[src/rtl/core/iehb_pkg.sv]
`timescale 1ns / 1ps
// Shared types, constants and one's-complement helpers for the ICMP echo header builder.
// No dependencies.
package iehb_pkg;

    localparam int BYTE_CNT_W  = 11;
    localparam int SUM_W       = 16;
    localparam int QUEUE_DEPTH = 4;
    localparam int HDR_BYTES   = 28;

    // configuration register indexes
    localparam logic [1:0] CFG_DEST_ADDRESS    = 2'd0;
    localparam logic [1:0] CFG_ECHO_IDENTIFIER = 2'd1;
    localparam logic [1:0] CFG_PKT_LIMIT       = 2'd2;

    localparam logic [31:0]          RST_DEST_ADDRESS    = 32'd0;
    localparam logic [15:0]          RST_ECHO_IDENTIFIER = 16'd12345;
    localparam logic [BYTE_CNT_W-1:0] RST_PKT_LIMIT      = 11'd1472;

    // header word positions
    localparam logic [2:0] WORD_VER_LEN   = 3'd0;
    localparam logic [2:0] WORD_IDENT     = 3'd1;
    localparam logic [2:0] WORD_TTL_CKSUM = 3'd2;
    localparam logic [2:0] WORD_SRC_ADDR  = 3'd3;
    localparam logic [2:0] WORD_DST_ADDR  = 3'd4;
    localparam logic [2:0] WORD_ICMP_TYPE = 3'd5;
    localparam logic [2:0] WORD_ICMP_ID   = 3'd6;

    localparam logic [15:0] IP_VER_IHL    = 16'h4500;
    localparam logic [31:0] IP_ID_FRAG    = 32'h0009_0000;
    localparam logic [15:0] IP_TTL_PROTO  = 16'h7f01;
    localparam logic [31:0] IP_SRC        = 32'h0000_0000;
    localparam logic [15:0] ICMP_TYPE_CODE = 16'h0800;
    // 0x4500 + 0x0009 + 0x7f01, the fixed part of the IPv4 header sum
    localparam logic [15:0] IP_FIXED_SUM  = 16'hc40a;

    typedef struct packed {
        logic [BYTE_CNT_W-1:0] byte_count;
        logic [SUM_W-1:0]      payload_sum;
        logic [15:0]           sequence_number;
    } desc_t;

    typedef struct packed {
        logic  push;
        desc_t desc;
    } desc_push_t;

    function automatic logic [15:0] oc_add(input logic [15:0] a, input logic [15:0] b);
        logic [16:0] s;
        s = {1'b0, a} + {1'b0, b};
        return s[15:0] + {15'd0, s[16]};
    endfunction

    // sum of four 16-bit words folded back to 16 bits with end-around carry
    function automatic logic [15:0] oc_sum4(input logic [15:0] a, input logic [15:0] b,
                                            input logic [15:0] c, input logic [15:0] d);
        logic [17:0] s;
        logic [16:0] f;
        s = {2'b0, a} + {2'b0, b} + {2'b0, c} + {2'b0, d};
        f = {1'b0, s[15:0]} + {15'd0, s[17:16]};
        return f[15:0] + {15'd0, f[16]};
    endfunction

endpackage

[src/rtl/core/icmp_echo_header_builder.sv]
`timescale 1ns / 1ps
// Top level of the ICMP echo header builder: configuration registers and block wiring.
// Depends on iehb_pkg, iehb_front, iehb_queue, iehb_back.
//
//  channel | direction | handshake          | payload
//  --------+-----------+--------------------+-------------------------------------------
//  cfg     | in        | cfg_wr_en          | cfg_index, cfg_wdata
//  s_      | in        | s_valid / s_ready  | s_payload_byte, s_last_byte
//  m_      | out       | m_valid / m_ready  | m_header_word, m_word_index, m_last_word
//
// One payload byte is taken per cycle; its add into the running sum is the front-end limit.
// A closing byte yields seven header words, one per cycle from the back end's output register while m_ready is high.
// A queue of four closed packets sits between the two, so bytes keep flowing while words drain.
// The front stalls only on a closing byte with the queue full. Synchronous active-low reset.
module icmp_echo_header_builder import iehb_pkg::*; #(
    parameter int MTU_BYTES = 1500
) (
    input  logic        aclk,
    input  logic        aresetn,
    input  logic        cfg_wr_en,
    input  logic [1:0]  cfg_index,
    input  logic [31:0] cfg_wdata,
    input  logic        s_valid,
    output logic        s_ready,
    input  logic [7:0]  s_payload_byte,
    input  logic        s_last_byte,
    output logic        m_valid,
    input  logic        m_ready,
    output logic [31:0] m_header_word,
    output logic [2:0]  m_word_index,
    output logic        m_last_word
);

    logic [31:0]           dest_reg;
    logic [15:0]           ident_reg;
    logic [BYTE_CNT_W-1:0] maxp_reg;

    desc_push_t q_push;
    desc_t      q_head;
    logic       q_full, q_empty, q_pop;

    always_ff @(posedge aclk) begin
        if (!aresetn) begin
            dest_reg  <= RST_DEST_ADDRESS;
            ident_reg <= RST_ECHO_IDENTIFIER;
            maxp_reg  <= RST_PKT_LIMIT;
        end else if (cfg_wr_en) begin
            unique case (cfg_index)
                CFG_DEST_ADDRESS:    dest_reg  <= cfg_wdata;
                CFG_ECHO_IDENTIFIER: ident_reg <= cfg_wdata[15:0];
                CFG_PKT_LIMIT:       maxp_reg  <= cfg_wdata[BYTE_CNT_W-1:0];
                default: begin
                    // drop writes to unused indexes
                end
            endcase
        end
    end

    iehb_front #(
        .MTU_BYTES (MTU_BYTES)
    ) u_front (
        .aclk           (aclk),
        .aresetn        (aresetn),
        .pkt_limit      (maxp_reg),
        .s_valid        (s_valid),
        .s_ready        (s_ready),
        .s_payload_byte (s_payload_byte),
        .s_last_byte    (s_last_byte),
        .q_full         (q_full),
        .q_push         (q_push)
    );

    iehb_queue #(
        .DEPTH (QUEUE_DEPTH)
    ) u_queue (
        .aclk    (aclk),
        .aresetn (aresetn),
        .q_push  (q_push),
        .q_full  (q_full),
        .q_pop   (q_pop),
        .q_empty (q_empty),
        .q_head  (q_head)
    );

    iehb_back u_back (
        .aclk            (aclk),
        .aresetn         (aresetn),
        .dest_address    (dest_reg),
        .echo_identifier (ident_reg),
        .q_empty         (q_empty),
        .q_head          (q_head),
        .q_pop           (q_pop),
        .m_valid         (m_valid),
        .m_ready         (m_ready),
        .m_header_word   (m_header_word),
        .m_word_index    (m_word_index),
        .m_last_word     (m_last_word)
    );

endmodule

[src/rtl/core/iehb_front.sv]
`timescale 1ns / 1ps
// Front end: accepts payload bytes, keeps count and running sum, closes packets.
// Depends on iehb_pkg.
module iehb_front import iehb_pkg::*; #(
    parameter int MTU_BYTES = 1500
) (
    input  logic                  aclk,
    input  logic                  aresetn,
    input  logic [BYTE_CNT_W-1:0] pkt_limit,
    input  logic                  s_valid,
    output logic                  s_ready,
    input  logic [7:0]            s_payload_byte,
    input  logic                  s_last_byte,
    input  logic                  q_full,
    output desc_push_t            q_push
);

    localparam int CAP = MTU_BYTES - HDR_BYTES;
    localparam logic [BYTE_CNT_W-1:0] CAP_LIM =
        (CAP > (2 ** BYTE_CNT_W) - 1) ? {BYTE_CNT_W{1'b1}} : BYTE_CNT_W'(CAP);

    logic [BYTE_CNT_W-1:0] bc_reg, bc_next;
    logic [SUM_W-1:0]      sum_reg, sum_next;
    logic [7:0]            hold_reg, hold_next;
    logic [15:0]           seq_reg, seq_next;

    logic [BYTE_CNT_W-1:0] limit, bc_inc;
    logic [15:0]           operand, add_res;
    logic                  close, accept;

    always_comb begin
        limit = (pkt_limit == '0) ? BYTE_CNT_W'(1) : pkt_limit;
        if (limit > CAP_LIM) begin
            limit = CAP_LIM;
        end
    end

    assign bc_inc  = bc_reg + BYTE_CNT_W'(1);
    assign close   = s_last_byte || !(bc_inc < limit);
    assign s_ready = !close || !q_full;
    assign accept  = s_valid && s_ready;

    // odd count pairs with the held high byte, otherwise pad the low byte with zero
    assign operand = bc_reg[0] ? {hold_reg, s_payload_byte} : {s_payload_byte, 8'h00};
    assign add_res = oc_add(sum_reg, operand);

    always_comb begin
        bc_next   = bc_reg;
        sum_next  = sum_reg;
        hold_next = hold_reg;
        seq_next  = seq_reg;
        q_push.push                 = 1'b0;
        q_push.desc.byte_count      = bc_inc;
        q_push.desc.payload_sum     = add_res;
        q_push.desc.sequence_number = seq_reg;
        if (accept) begin
            if (close) begin
                q_push.push = 1'b1;
                bc_next     = '0;
                sum_next    = '0;
                hold_next   = '0;
                seq_next    = seq_reg + 16'd1;
            end else begin
                bc_next = bc_inc;
                if (bc_reg[0]) begin
                    sum_next = add_res;
                end else begin
                    hold_next = s_payload_byte;
                end
            end
        end
    end

    always_ff @(posedge aclk) begin
        if (!aresetn) begin
            bc_reg   <= '0;
            sum_reg  <= '0;
            hold_reg <= '0;
            seq_reg  <= '0;
        end else begin
            bc_reg   <= bc_next;
            sum_reg  <= sum_next;
            hold_reg <= hold_next;
            seq_reg  <= seq_next;
        end
    end

endmodule

[src/rtl/core/iehb_queue.sv]
`timescale 1ns / 1ps
// Small register FIFO of closed-packet descriptors between front and back end.
// Depends on iehb_pkg.
module iehb_queue import iehb_pkg::*; #(
    parameter int DEPTH = 4
) (
    input  logic       aclk,
    input  logic       aresetn,
    input  desc_push_t q_push,
    output logic       q_full,
    input  logic       q_pop,
    output logic       q_empty,
    output desc_t      q_head
);

    localparam int PTR_W = (DEPTH > 1) ? $clog2(DEPTH) : 1;
    localparam int CNT_W = $clog2(DEPTH + 1);
    localparam logic [PTR_W-1:0] LAST_PTR = PTR_W'(DEPTH - 1);
    localparam logic [CNT_W-1:0] FULL_CNT = CNT_W'(DEPTH);

    desc_t             mem_reg [DEPTH];
    logic [PTR_W-1:0]  wr_ptr_reg, wr_ptr_next;
    logic [PTR_W-1:0]  rd_ptr_reg, rd_ptr_next;
    logic [CNT_W-1:0]  cnt_reg, cnt_next;
    logic              do_push, do_pop;

    assign q_full  = (cnt_reg == FULL_CNT);
    assign q_empty = (cnt_reg == '0);
    assign q_head  = mem_reg[rd_ptr_reg];
    assign do_push = q_push.push && !q_full;
    assign do_pop  = q_pop && !q_empty;

    always_comb begin
        wr_ptr_next = wr_ptr_reg;
        rd_ptr_next = rd_ptr_reg;
        cnt_next    = cnt_reg;
        if (do_push) begin
            wr_ptr_next = (wr_ptr_reg == LAST_PTR) ? '0 : wr_ptr_reg + PTR_W'(1);
        end
        if (do_pop) begin
            rd_ptr_next = (rd_ptr_reg == LAST_PTR) ? '0 : rd_ptr_reg + PTR_W'(1);
        end
        if (do_push && !do_pop) begin
            cnt_next = cnt_reg + CNT_W'(1);
        end else if (do_pop && !do_push) begin
            cnt_next = cnt_reg - CNT_W'(1);
        end
    end

    always_ff @(posedge aclk) begin
        if (!aresetn) begin
            wr_ptr_reg <= '0;
            rd_ptr_reg <= '0;
            cnt_reg    <= '0;
        end else begin
            wr_ptr_reg <= wr_ptr_next;
            rd_ptr_reg <= rd_ptr_next;
            cnt_reg    <= cnt_next;
        end
    end

    always_ff @(posedge aclk) begin
        if (do_push) begin
            mem_reg[wr_ptr_reg] <= q_push.desc;
        end
    end

endmodule

[src/rtl/core/iehb_back.sv]
`timescale 1ns / 1ps
// Back end: pops a descriptor, forms both checksums, streams seven header words.
// Depends on iehb_pkg.
module iehb_back import iehb_pkg::*; (
    input  logic        aclk,
    input  logic        aresetn,
    input  logic [31:0] dest_address,
    input  logic [15:0] echo_identifier,
    input  logic        q_empty,
    input  desc_t       q_head,
    output logic        q_pop,
    output logic        m_valid,
    input  logic        m_ready,
    output logic [31:0] m_header_word,
    output logic [2:0]  m_word_index,
    output logic        m_last_word
);

    logic        cur_valid_reg, cur_valid_next;
    logic [2:0]  idx_reg, idx_next;
    logic [15:0] total_reg, ip_ck_reg, icmp_ck_reg, seq_reg;
    logic        m_valid_reg, m_valid_next;
    logic [31:0] word_reg;
    logic [2:0]  widx_reg;
    logic        wlast_reg;

    logic [15:0] head_total, head_ip_ck, head_icmp_ck;
    logic [31:0] word;
    logic        load, load_cur;

    assign head_total   = 16'(HDR_BYTES) + {5'd0, q_head.byte_count};
    assign head_ip_ck   = ~oc_sum4(IP_FIXED_SUM, head_total,
                                   dest_address[31:16], dest_address[15:0]);
    assign head_icmp_ck = ~oc_sum4(ICMP_TYPE_CODE, echo_identifier,
                                   q_head.sequence_number, q_head.payload_sum);

    always_comb begin
        unique case (idx_reg)
            WORD_VER_LEN:   word = {IP_VER_IHL, total_reg};
            WORD_IDENT:     word = IP_ID_FRAG;
            WORD_TTL_CKSUM: word = {IP_TTL_PROTO, ip_ck_reg};
            WORD_SRC_ADDR:  word = IP_SRC;
            WORD_DST_ADDR:  word = dest_address;
            WORD_ICMP_TYPE: word = {ICMP_TYPE_CODE, icmp_ck_reg};
            WORD_ICMP_ID:   word = {echo_identifier, seq_reg};
            default:        word = '0;
        endcase
    end

    // advance when the output register is free or being drained
    assign load = cur_valid_reg && (!m_valid_reg || m_ready);

    always_comb begin
        cur_valid_next = cur_valid_reg;
        idx_next       = idx_reg;
        m_valid_next   = m_valid_reg && !m_ready;
        load_cur       = 1'b0;
        if (load) begin
            m_valid_next = 1'b1;
            if (idx_reg == WORD_ICMP_ID) begin
                load_cur       = !q_empty;
                cur_valid_next = !q_empty;
                idx_next       = WORD_VER_LEN;
            end else begin
                idx_next = idx_reg + 3'd1;
            end
        end else if (!cur_valid_reg && !q_empty) begin
            load_cur       = 1'b1;
            cur_valid_next = 1'b1;
            idx_next       = WORD_VER_LEN;
        end
    end

    assign q_pop = load_cur;

    always_ff @(posedge aclk) begin
        if (!aresetn) begin
            cur_valid_reg <= 1'b0;
            idx_reg       <= WORD_VER_LEN;
            m_valid_reg   <= 1'b0;
        end else begin
            cur_valid_reg <= cur_valid_next;
            idx_reg       <= idx_next;
            m_valid_reg   <= m_valid_next;
        end
    end

    always_ff @(posedge aclk) begin
        if (load_cur) begin
            total_reg   <= head_total;
            ip_ck_reg   <= head_ip_ck;
            icmp_ck_reg <= head_icmp_ck;
            seq_reg     <= q_head.sequence_number;
        end
        if (load) begin
            word_reg  <= word;
            widx_reg  <= idx_reg;
            wlast_reg <= (idx_reg == WORD_ICMP_ID);
        end
    end

    assign m_valid       = m_valid_reg;
    assign m_header_word = word_reg;
    assign m_word_index  = widx_reg;
    assign m_last_word   = wlast_reg;

endmodule

[config.mk]
export PLATFORM = sky130hd
export DESIGN_NAME = icmp_echo_header_builder
export DESIGN_NICKNAME = d
export VERILOG_FILES = /design/src/rtl/core/iehb_pkg.sv /design/src/rtl/core/icmp_echo_header_builder.sv /design/src/rtl/core/iehb_front.sv /design/src/rtl/core/iehb_queue.sv /design/src/rtl/core/iehb_back.sv
export SDC_FILE = /design/constraint.sdc
export NUM_CORES = 1
export LEC_CHECK = 0
export BUFFER_PORTS_ARGS = -buffer_cell sky130_fd_sc_hd__buf_2
export CAP_MARGIN = 10
export CORE_UTILIZATION = 55
export DETAILED_ROUTE_END_ITERATION = 8
export PLACE_DENSITY = 0.72
export SYNTH_ARGS = -nofsm -noshare
export SYNTH_HDL_FRONTEND = slang
export SYNTH_SLANG_ARGS = --single-unit
[constraint.sdc]
create_clock -name aclk -period 13.7 [get_ports aclk]
set_clock_uncertainty 0.15 [all_clocks]
set_input_delay 0 -clock aclk [delete_from_list [all_inputs] [get_ports aclk]]
set_output_delay 0 -clock aclk [all_outputs]
set_load 0.01 [all_outputs]
==> out/qor.yml, run 1 <==
status:
  status: "complete, no violations"
layout:
  layout.nets: 2134
  layout-drive-gt1-share_pct: 13.1
  largest_reg_flops: 172
  diodes: 0
  area_delta_synth_final_pct: 14.9
  fill_cells: 2761
global_routing:
  grt_pass1_wl_mm: 79.0
  grt-ovfl-total: 0
  grt.total_usage_pct: 26.7
  grt_pass1_vias: 14200
  grt_max_degree: 93
  antenna_found_initial: 0
yosys:
  synth_top_family_by_area: "simple AND/OR/NAND/NOR gates"
  muxShareOfSynthArea_pct: 6.52
  synth_adder_area_share_pct: 8.42
  synth-xor-area-share_pct: 4.76
  synthArstFlopShare_pct: 0
  yosys.area_share.simple_pct: 13.6
  syn_area_mm2: 0.0207
  synth_seq_cells: 392
  yosysSeqAreaShare_pct: 50.8
  syn_inst: 1816
  synth_area_leaders: "edfxtp_1 39%, dfxtp_1 12%, ha_1 4.9%"
  yosysMostFrequentCell: "edfxtp_1"
  syn_avg_cell_area_um2: 11.4
  synthTopCellsByCount: "268 x edfxtp_1, 206 x nand2_1, 124 x dfxtp_1"
  synth.largest_area_cell: "edfxtp_1"
  ys.flop_type: "edfxtp_1"
  yosysTopAreaCellShare_pct: 38.8
  syn_nets: 1981
  synth_compound_area_share_pct: 12.7
  synth_edf_count: 268
  synth_warnings: 0
  synth.distinct_cells: 87
floorplan:
  die_h_um: 196
  die_area_mm2: 0.0385
  ios: 86
  core_area_mm2: 0.0369
  rows: 70
  die_w_um: 196
  start_util_pct: 56.2
routing:
  drt_iter0_markers: 1201
  num_vias: 14700
  vias_per_cell: 5.88
  antenna_left: 0
  drc_errors: 0
  totalWireLength_mm: 50.7
  dr.pass1.iters: 5
  wl_per_cell_um: 20.2
power_and_ir_drop:
  switchingPower_w: 0.00202
  internal-power_w: 0.00319
  p_leak_nw: 8.89
  p_per_area_mw_per_mm2: 219
  p_clk_share_pct: 22.3
  totalPowerFinal_w: 0.00521
  seqPwrFrac_pct: 31.7
  pwr-share-comb_pct: 46.0
  vdd_drop_max_mv: 0.151
  p_sw_share_pct: 38.8
worst_setup_path:
  worst-path-max-fanout: 43
  critPathCaptureType: "flip-flop"
  crit_path_top_delay_cell: "dfxtp_2"
  cp-start-kind: "flip-flop"
  cp.required_ns: 13.87
  crit_type: "flip-flop to flip-flop"
  max_stage_delay_ns: 1.06
  crit_arrival_ns: 9.71
timing:
  worst_pin_slew_ns: 1.17
  setup_viol: 0
  drv_slew: 0
  period_share_pct: 69.6
  max_freq_mhz: 105
  hold_viol_final: 0
  layout_min_cycle_time_ns: 9.54
  setup_ws_ns: 4.16
  rsz0062_at_grt: "false"
  slew_headroom_pct: 21.7
  fin_tns_setup_ns: 0
clock_tree:
  cts_setup_buffers: 0
  cts_root_buf: "clkbuf_16"
  cts.sinks: 392
  clock_latency_ns: 0.58
  numCtsBuffers: 42
  clk_pin_slew_worst_paths_ns: 0.06
  cts_max_level: 2
  cts.path.max_buffers: 3
  cts_resized: 0
  cts_tree: "yes"
  postCtsHoldBufs: 73
placement:
  pre_cts_slack_ns: 4.23
  port_buffers: 85
  place_hpwl_mm: 35.5
  place_congestion: 0.954
min_path:
  hp-class: "primary input to flip-flop"
flow_run:
  maxCapViolations: 0
## final timing paths
path | from | to | slack [ns] | depth (start not counted)
min | cfg_wdata[12] | ident_reg[12] | 0.07 | 4
max reg2reg | flip-flop | u_back.ip_ck_reg[12] | 4.16 | 34
max | flip-flop | u_back.ip_ck_reg[12] | 4.16 | 34
min reg2reg | u_front.sum_reg[12] | u_front.sum_reg[12] | 0.33 | 2
## power groups by stage
stage	combinational (W)	clock (W)	sequential (W)
CTS	0.00237	0.00118	0.00165
floorplan	0.00179	0	0.00163
global route	0.00263	0.00122	0.00166
detailed placement	0.00234	0	0.00167
finish	0.00239	0.00116	0.00165
global placement	0.00230	0	0.00167
## cell families after synthesis
group | Yosys count
and+or+nand+nor | 560
DFF | 392
AOI/OAI and AO/OA | 372
buffers and inverters | 182
adders and majority gates | 119
xor gates and xnor gates | 111
muxes | 80
## through the flow
step	hold WS, ns	instances	cell area (um2)	utilization (%)
after floorplan	-0.0260	1816	20700	-
after global placement	0.102	2356	21700	58.8
after detailed placement	0.0999	2356	21700	58.8
after CTS	0.0404	2507	23800	64.6
after global routing	0.0720	2507	23800	64.6
final	0.0744	2507	23800	64.6
## routing by layer
layer	global-route usage (%)	share of wire, %	vias up
met1	36.9	44	7176
met5	0	0	-
met2	44.0	47	515
li1	-	-	6976
met3	4.09	6.6	74
met4	7.12	2.2	0
## layout by cell type (no fill, tap or decap), types with 22 or more instances in the layout
cell / n
inv_1: 117
nand3_1: 45
nand2_1: 206
nor2b_1: 43
fa_1: 35
xnor2_1: 66
xor2_1: 44
nor3_1: 30
nor2_1: 90
clkbuf_16: 42
o21ai_0: 43
edfxtp_1: 268
mux2i_1: 27
dfxtp_1: 121
dlygate4sd3_1: 73
mux4_2: 43
a21oi_1: 64
a21o_1: 23
and2_1: 22
a21boi_0: 61
buf_2: 84
a22oi_1: 48
ha_1: 82
## area by class of cell
class	instances	area, um2	area share (%)
multi-input combinational	1242	9530	40.0
inverter	118	443	1.86
timing repair buffer	173	1270	5.34
clock inverter	20	265	1.11
tap	504	631	2.65
clock buffer	58	1150	4.83
sequential	392	10500	44.2
## critical path: cells and delay by family, from the launching register on
family	cells	cell delay [ns]
AOI/OAI and AO/OA	9	1.78
xor gates and xnor gates	4	0.78
adders and majority gates	7	2.05
buffers and inverters	4	0.33
DFF	1	1.06
muxes	1	0.43
and+or+nand+nor	9	2.68
No activity file was read; power rests on OpenSTA's default activity.
==> run 2, diff against run 1 <==
- PLACE_DENSITY: 0.72 -> 0.75
- clock period: 13.7 -> 8.72 ns (I/O delays scaled with it)
==> out/qor.yml, run 2 (synthesized netlist as in run 1, its figures left out) <==
power_and_ir_drop:
  internal-power_w: 0.00498
  p_sw_share_pct: 39.1
  pwr-share-comb_pct: 47.3
  seqPwrFrac_pct: 31.5
  p_leak_nw: 8.97
  switchingPower_w: 0.00320
  totalPowerFinal_w: 0.00818
  p_clk_share_pct: 21.2
  p_per_area_mw_per_mm2: 342
  vdd_drop_max_mv: 0.208
timing:
  slew_headroom_pct: 19.9
  setup_viol: 0
  holdWs_ns: 0.130
  period_share_pct: 94.8
  hold_viol_final: 0
  fin_tns_setup_ns: 0
  max_freq_mhz: 121
  drv_slew: 0
  worst_pin_slew_ns: 1.20
  setup_ws_ns: 0.457
  layout_min_cycle_time_ns: 8.26
status:
  status: "complete, no violations"
floorplan:
  start_util_pct: 56.2
  die_w_um: 196
  ios: 86
  die_area_mm2: 0.0385
  die_h_um: 196
  core_area_mm2: 0.0369
  rows: 70
layout:
  layout-drive-gt1-share_pct: 14.0
  final_common_cell: "edfxtp_1"
  mostFrequentLayoutCells: "268 x edfxtp_1, 206 x nand2_1, 121 x dfxtp_1"
  post-route-util_pct: 64.9
  diodes: 0
  area_delta_synth_final_pct: 15.4
  largest_reg_flops: 172
  layout.nets: 2145
worst_setup_path:
  crit_family: "simple AND/OR/NAND/NOR gates"
  cp-start-kind: "flip-flop"
  cp.required_ns: 8.86
  max_stage_delay_ns: 0.57
  critPathCaptureType: "flip-flop"
  cp.buffers_inverters: 5
  crit_path_top_delay_cell: "mux4_2"
  crit_type: "flip-flop to flip-flop"
  worst-path-max-fanout: 8
  crit_arrival_ns: 8.40
global_routing:
  grt.total_usage_pct: 27.8
  grt_pass1_vias: 15100
  grt-ovfl-total: 0
  grt_max_degree: 107
  grt_pass1_wl_mm: 83.0
  antenna_found_initial: 1
clock_tree:
  cts_max_level: 2
  cts.path.max_buffers: 3
  cts_root_buf: "clkbuf_16"
  numCtsBuffers: 40
  cts.sinks: 392
  clk_pin_slew_worst_paths_ns: 0.06
  cts_tree: "yes"
  clock_latency_ns: 0.56
routing:
  drc_errors: 0
  totalWireLength_mm: 52.7
  vias_per_cell: 6.00
  topRoutingLayerUsed: "met5"
  wl_per_cell_um: 20.9
  num_vias: 15100
  dr.pass1.iters: 5
  drt_iter0_markers: 1294
  antenna_left: 0
  wl_met1_mm: 22.2
  route.met3.wl_mm: 3.04
  wl_met2_mm: 25.0
flow_run:
  maxCapViolations: 0
placement:
  place_congestion: 0.951
  pre_cts_slack_ns: -0.231
  place_hpwl_mm: 36.5
  port_buffers: 85
min_path:
  hp-class: "primary input to flip-flop"
-- run 2: cell types whose count changed in the layout (fill, tap and decap cells not counted), sizes merged --
cell	delta
bufinv	-3
clkinvlp	-1
dlygate4sd3	+1
buf	+12
-- run 2: power groups by stage --
stage	combinational, W	sequential, W	clock (W)
after detailed placement	0.00373	0.00260	0
after global placement	0.00364	0.00260	0
after CTS	0.00379	0.00257	0.00175
after global routing	0.00426	0.00259	0.00182
after floorplan	0.00282	0.00257	0
final	0.00387	0.00257	0.00173
-- run 2: path summary, 6_finish.rpt --
kind / cells after the start / slack, ns / to / startpoint
max: 35 / 0.46 / u_back.ip_ck_reg[15] / flip-flop
min: 4 / 0.13 / ident_reg[12] / cfg_wdata[12]
max reg2reg: 35 / 0.46 / u_back.ip_ck_reg[15] / flip-flop
min reg2reg: 2 / 0.34 / u_front.sum_reg[12] / u_front.sum_reg[12]
-- run 2: routing by layer --
metal	track usage, %	up-vias
met1	36.1	7396
met5	0	-
li1	-	6994
met4	12.6	2
met3	3.80	141
met2	46.5	571
-- run 2: area by class of cell --
class	instances	area, um2
clock buffers	58	1160
clock inverters	16	183
fillers	2686	12900
inverters	118	443
multi-input cells	1242	9580
flip-flops and latches	392	10500
well taps	504	631
repair buffers	186	1390
-- run 2: tightest hold or removal path: stages --
cell and delay (ns):
dlygate4sd3_1 0.52, buf_2 0.14, nand2_1 0.06, nand3_1 0.07
-- run 2: metrics by stage --
step | instances | instance area (um2)
floorplan | 1816 | 20700
global placement | 2365 | 21700
detailed placement | 2365 | 21700
CTS | 2513 | 23800
global route | 2516 | 23900
finish | 2516 | 23900
-- run 2: repair_timing --
| action | 4_1_cts | 5_1_grt |
|---|---|---|
| hold endpoints to repair | 85 | 0 |
| pin swaps | 0 | 1 |
| gates resized for setup | 2 | 12 |
| endpoints found under the setup margin | 4 | 11 |
| hold buffers | 74 | 0 |
| buffers inserted | 0 | 2 |
==> run 3, diff against run 2 <==
==> constraint.sdc (replaced) <==
create_clock -name aclk -period 8.72 [get_ports aclk]
set_clock_uncertainty 0.15 [all_clocks]
set_input_delay 0.436 -clock aclk [delete_from_list [all_inputs] [get_ports aclk]]
set_output_delay 0.436 -clock aclk [all_outputs]
set_load 0.01 [all_outputs]
==> out/qor.yml, run 3 (synthesized netlist as in run 1, its figures left out) <==
timing:
  worst_pin_slew_ns: 1.23
  period_share_pct: 94.4
  slew_headroom_pct: 18.2
  holdWs_ns: 0.00946
  hold_viol_final: 0
  max_freq_mhz: 122
  drv_slew: 0
  layout_min_cycle_time_ns: 8.23
  setup_viol: 0
power_and_ir_drop:
  vdd_drop_max_mv: 0.208
  p_per_area_mw_per_mm2: 350
  p_leak_nw: 8.70
placement:
  place_hpwl_mm: 36.5
  place_congestion: 0.951
  dp_cells: 2365
  port_buffers: 85
  post_dp_cell_area_mm2: 0.0217
layout:
  final_area_mm2: 0.0233
  final_common_cell: "edfxtp_1"
  final_cells: 2450
  mostFrequentLayoutCells: "268 x edfxtp_1, 206 x nand2_1, 121 x dfxtp_1"
  diodes: 0
  layout-drive-gt1-share_pct: 14.4
  area_delta_synth_final_pct: 12.2
  largest_reg_flops: 172
  fill_cells: 2779
  layout.nets: 2079
floorplan:
  die_area_mm2: 0.0385
  die_h_um: 196
  start_util_pct: 56.2
  rows: 70
  ios: 86
  core_area_mm2: 0.0369
  die_w_um: 196
routing:
  antenna_left: 0
  wl_per_cell_um: 20.6
  num_vias: 14800
  totalWireLength_mm: 50.4
  drc_errors: 0
  vias_per_cell: 6.03
  dr.pass1.iters: 6
  drt_iter0_markers: 1125
worst_setup_path:
  crit_path_top_delay_cell: "mux4_2"
  critPathCaptureType: "flip-flop"
  cp-start-kind: "flip-flop"
  crit_arrival_ns: 8.37
  crit_type: "flip-flop to flip-flop"
  worst-path-max-fanout: 8
  cp.required_ns: 8.86
  max_stage_delay_ns: 0.56
clock_tree:
  numCtsBuffers: 40
  cts_max_level: 2
  clock_latency_ns: 0.56
  clk_pin_slew_worst_paths_ns: 0.06
  cts.path.max_buffers: 3
  cts_tree: "yes"
  cts_root_buf: "clkbuf_16"
  cts.sinks: 392
min_path:
  hp-class: "primary input to flip-flop"
global_routing:
  grt_pass1_wl_mm: 80.2
  grt.total_usage_pct: 26.8
  grt-ovfl-total: 0
  antenna_found_initial: 1
  grt_pass1_vias: 14600
  grt_max_degree: 107
status:
  status: "complete, no violations"
flow_run:
  maxCapViolations: 0
## run 3: changes by cell type in the layout (fill, tap and decap cells not counted), sizes merged
| cell | delta |
|---|---|
| dlygate4sd3 | -65 |
| buf | -1 |
## run 3: final cells by class
class	instances	area [um2]	share of cell area [%]
Clock buffer	58	1160	4.99
Multi-Input combinational cell	1242	9580	41.2
Clock inverter	16	183	0.785
Timing Repair Buffer	120	722	3.10
Sequential cell	392	10500	45.3
Inverter	118	443	1.90
Tap cell	504	631	2.71
## run 3: per-stage QoR
step	setup slack, ns	util [%]	power (W)	TNS (ns)
final	0.491	63.1	0.00814	0
after global routing	-0.0214	63.1	0.00863	-0.0526
after CTS	0.0140	62.9	0.00809	0
after detailed placement	-0.231	59.0	0.00633	-0.535
after global placement	0.117	59.0	0.00624	0
after floorplan	0.541	-	0.00538	0
## run 3: final timing paths
path	start	to	slack (ns)	cells after the start
worst max-delay path	flip-flop	u_back.ip_ck_reg[15]	0.49	35
worst min-delay path	cfg_wdata[15]	dest_reg[15]	0.009	3
worst max register to register	flip-flop	u_back.ip_ck_reg[15]	0.49	35
worst min register to register	u_front.sum_reg[12]	u_front.sum_reg[12]	0.34	2
## run 3: timing repair
action / 4_1_cts / 5_1_grt
endpoints found under the setup margin: 4 / 11
buffers inserted: 0 / 2
pin swaps: 0 / 1
gates cloned: 0 / 0
endpoints found under the hold margin: 9 / 0
gates resized for setup: 2 / 12
hold buffers: 9 / 0
## run 3: critical path, delay by kind of cell (launching register included)
| kind | cells | cell delay [ns] |
|---|---|---|
| muxes | 1 | 0.56 |
| DFF | 1 | 0.44 |
| adders and majority gates | 6 | 1.63 |
| and+or+nand+nor | 9 | 2.12 |
| xor gates and xnor gates | 4 | 0.74 |
| AOI/OAI and AO/OA | 10 | 1.83 |
| buffers and inverters | 5 | 0.47 |
## run 3: power breakdown
group / leakage [nW] / total, W / switching [W] / internal (W)
registers: 3.58 / 0.00257 / 0.000139 / 0.00243
clock network: 0.662 / 0.00173 / 0.000731 / 0.000996
logic: 4.46 / 0.00384 / 0.00231 / 0.00153
## run 3: metal layers
| metal | global-route usage, % | wire [um] |
|---|---|---|
| met2 | 44.7 | 23900 |
| met3 | 3.52 | 2990 |
| met4 | 11.0 | 1990 |
| met1 | 35.4 | 21500 |
| met5 | 0 | 8 |
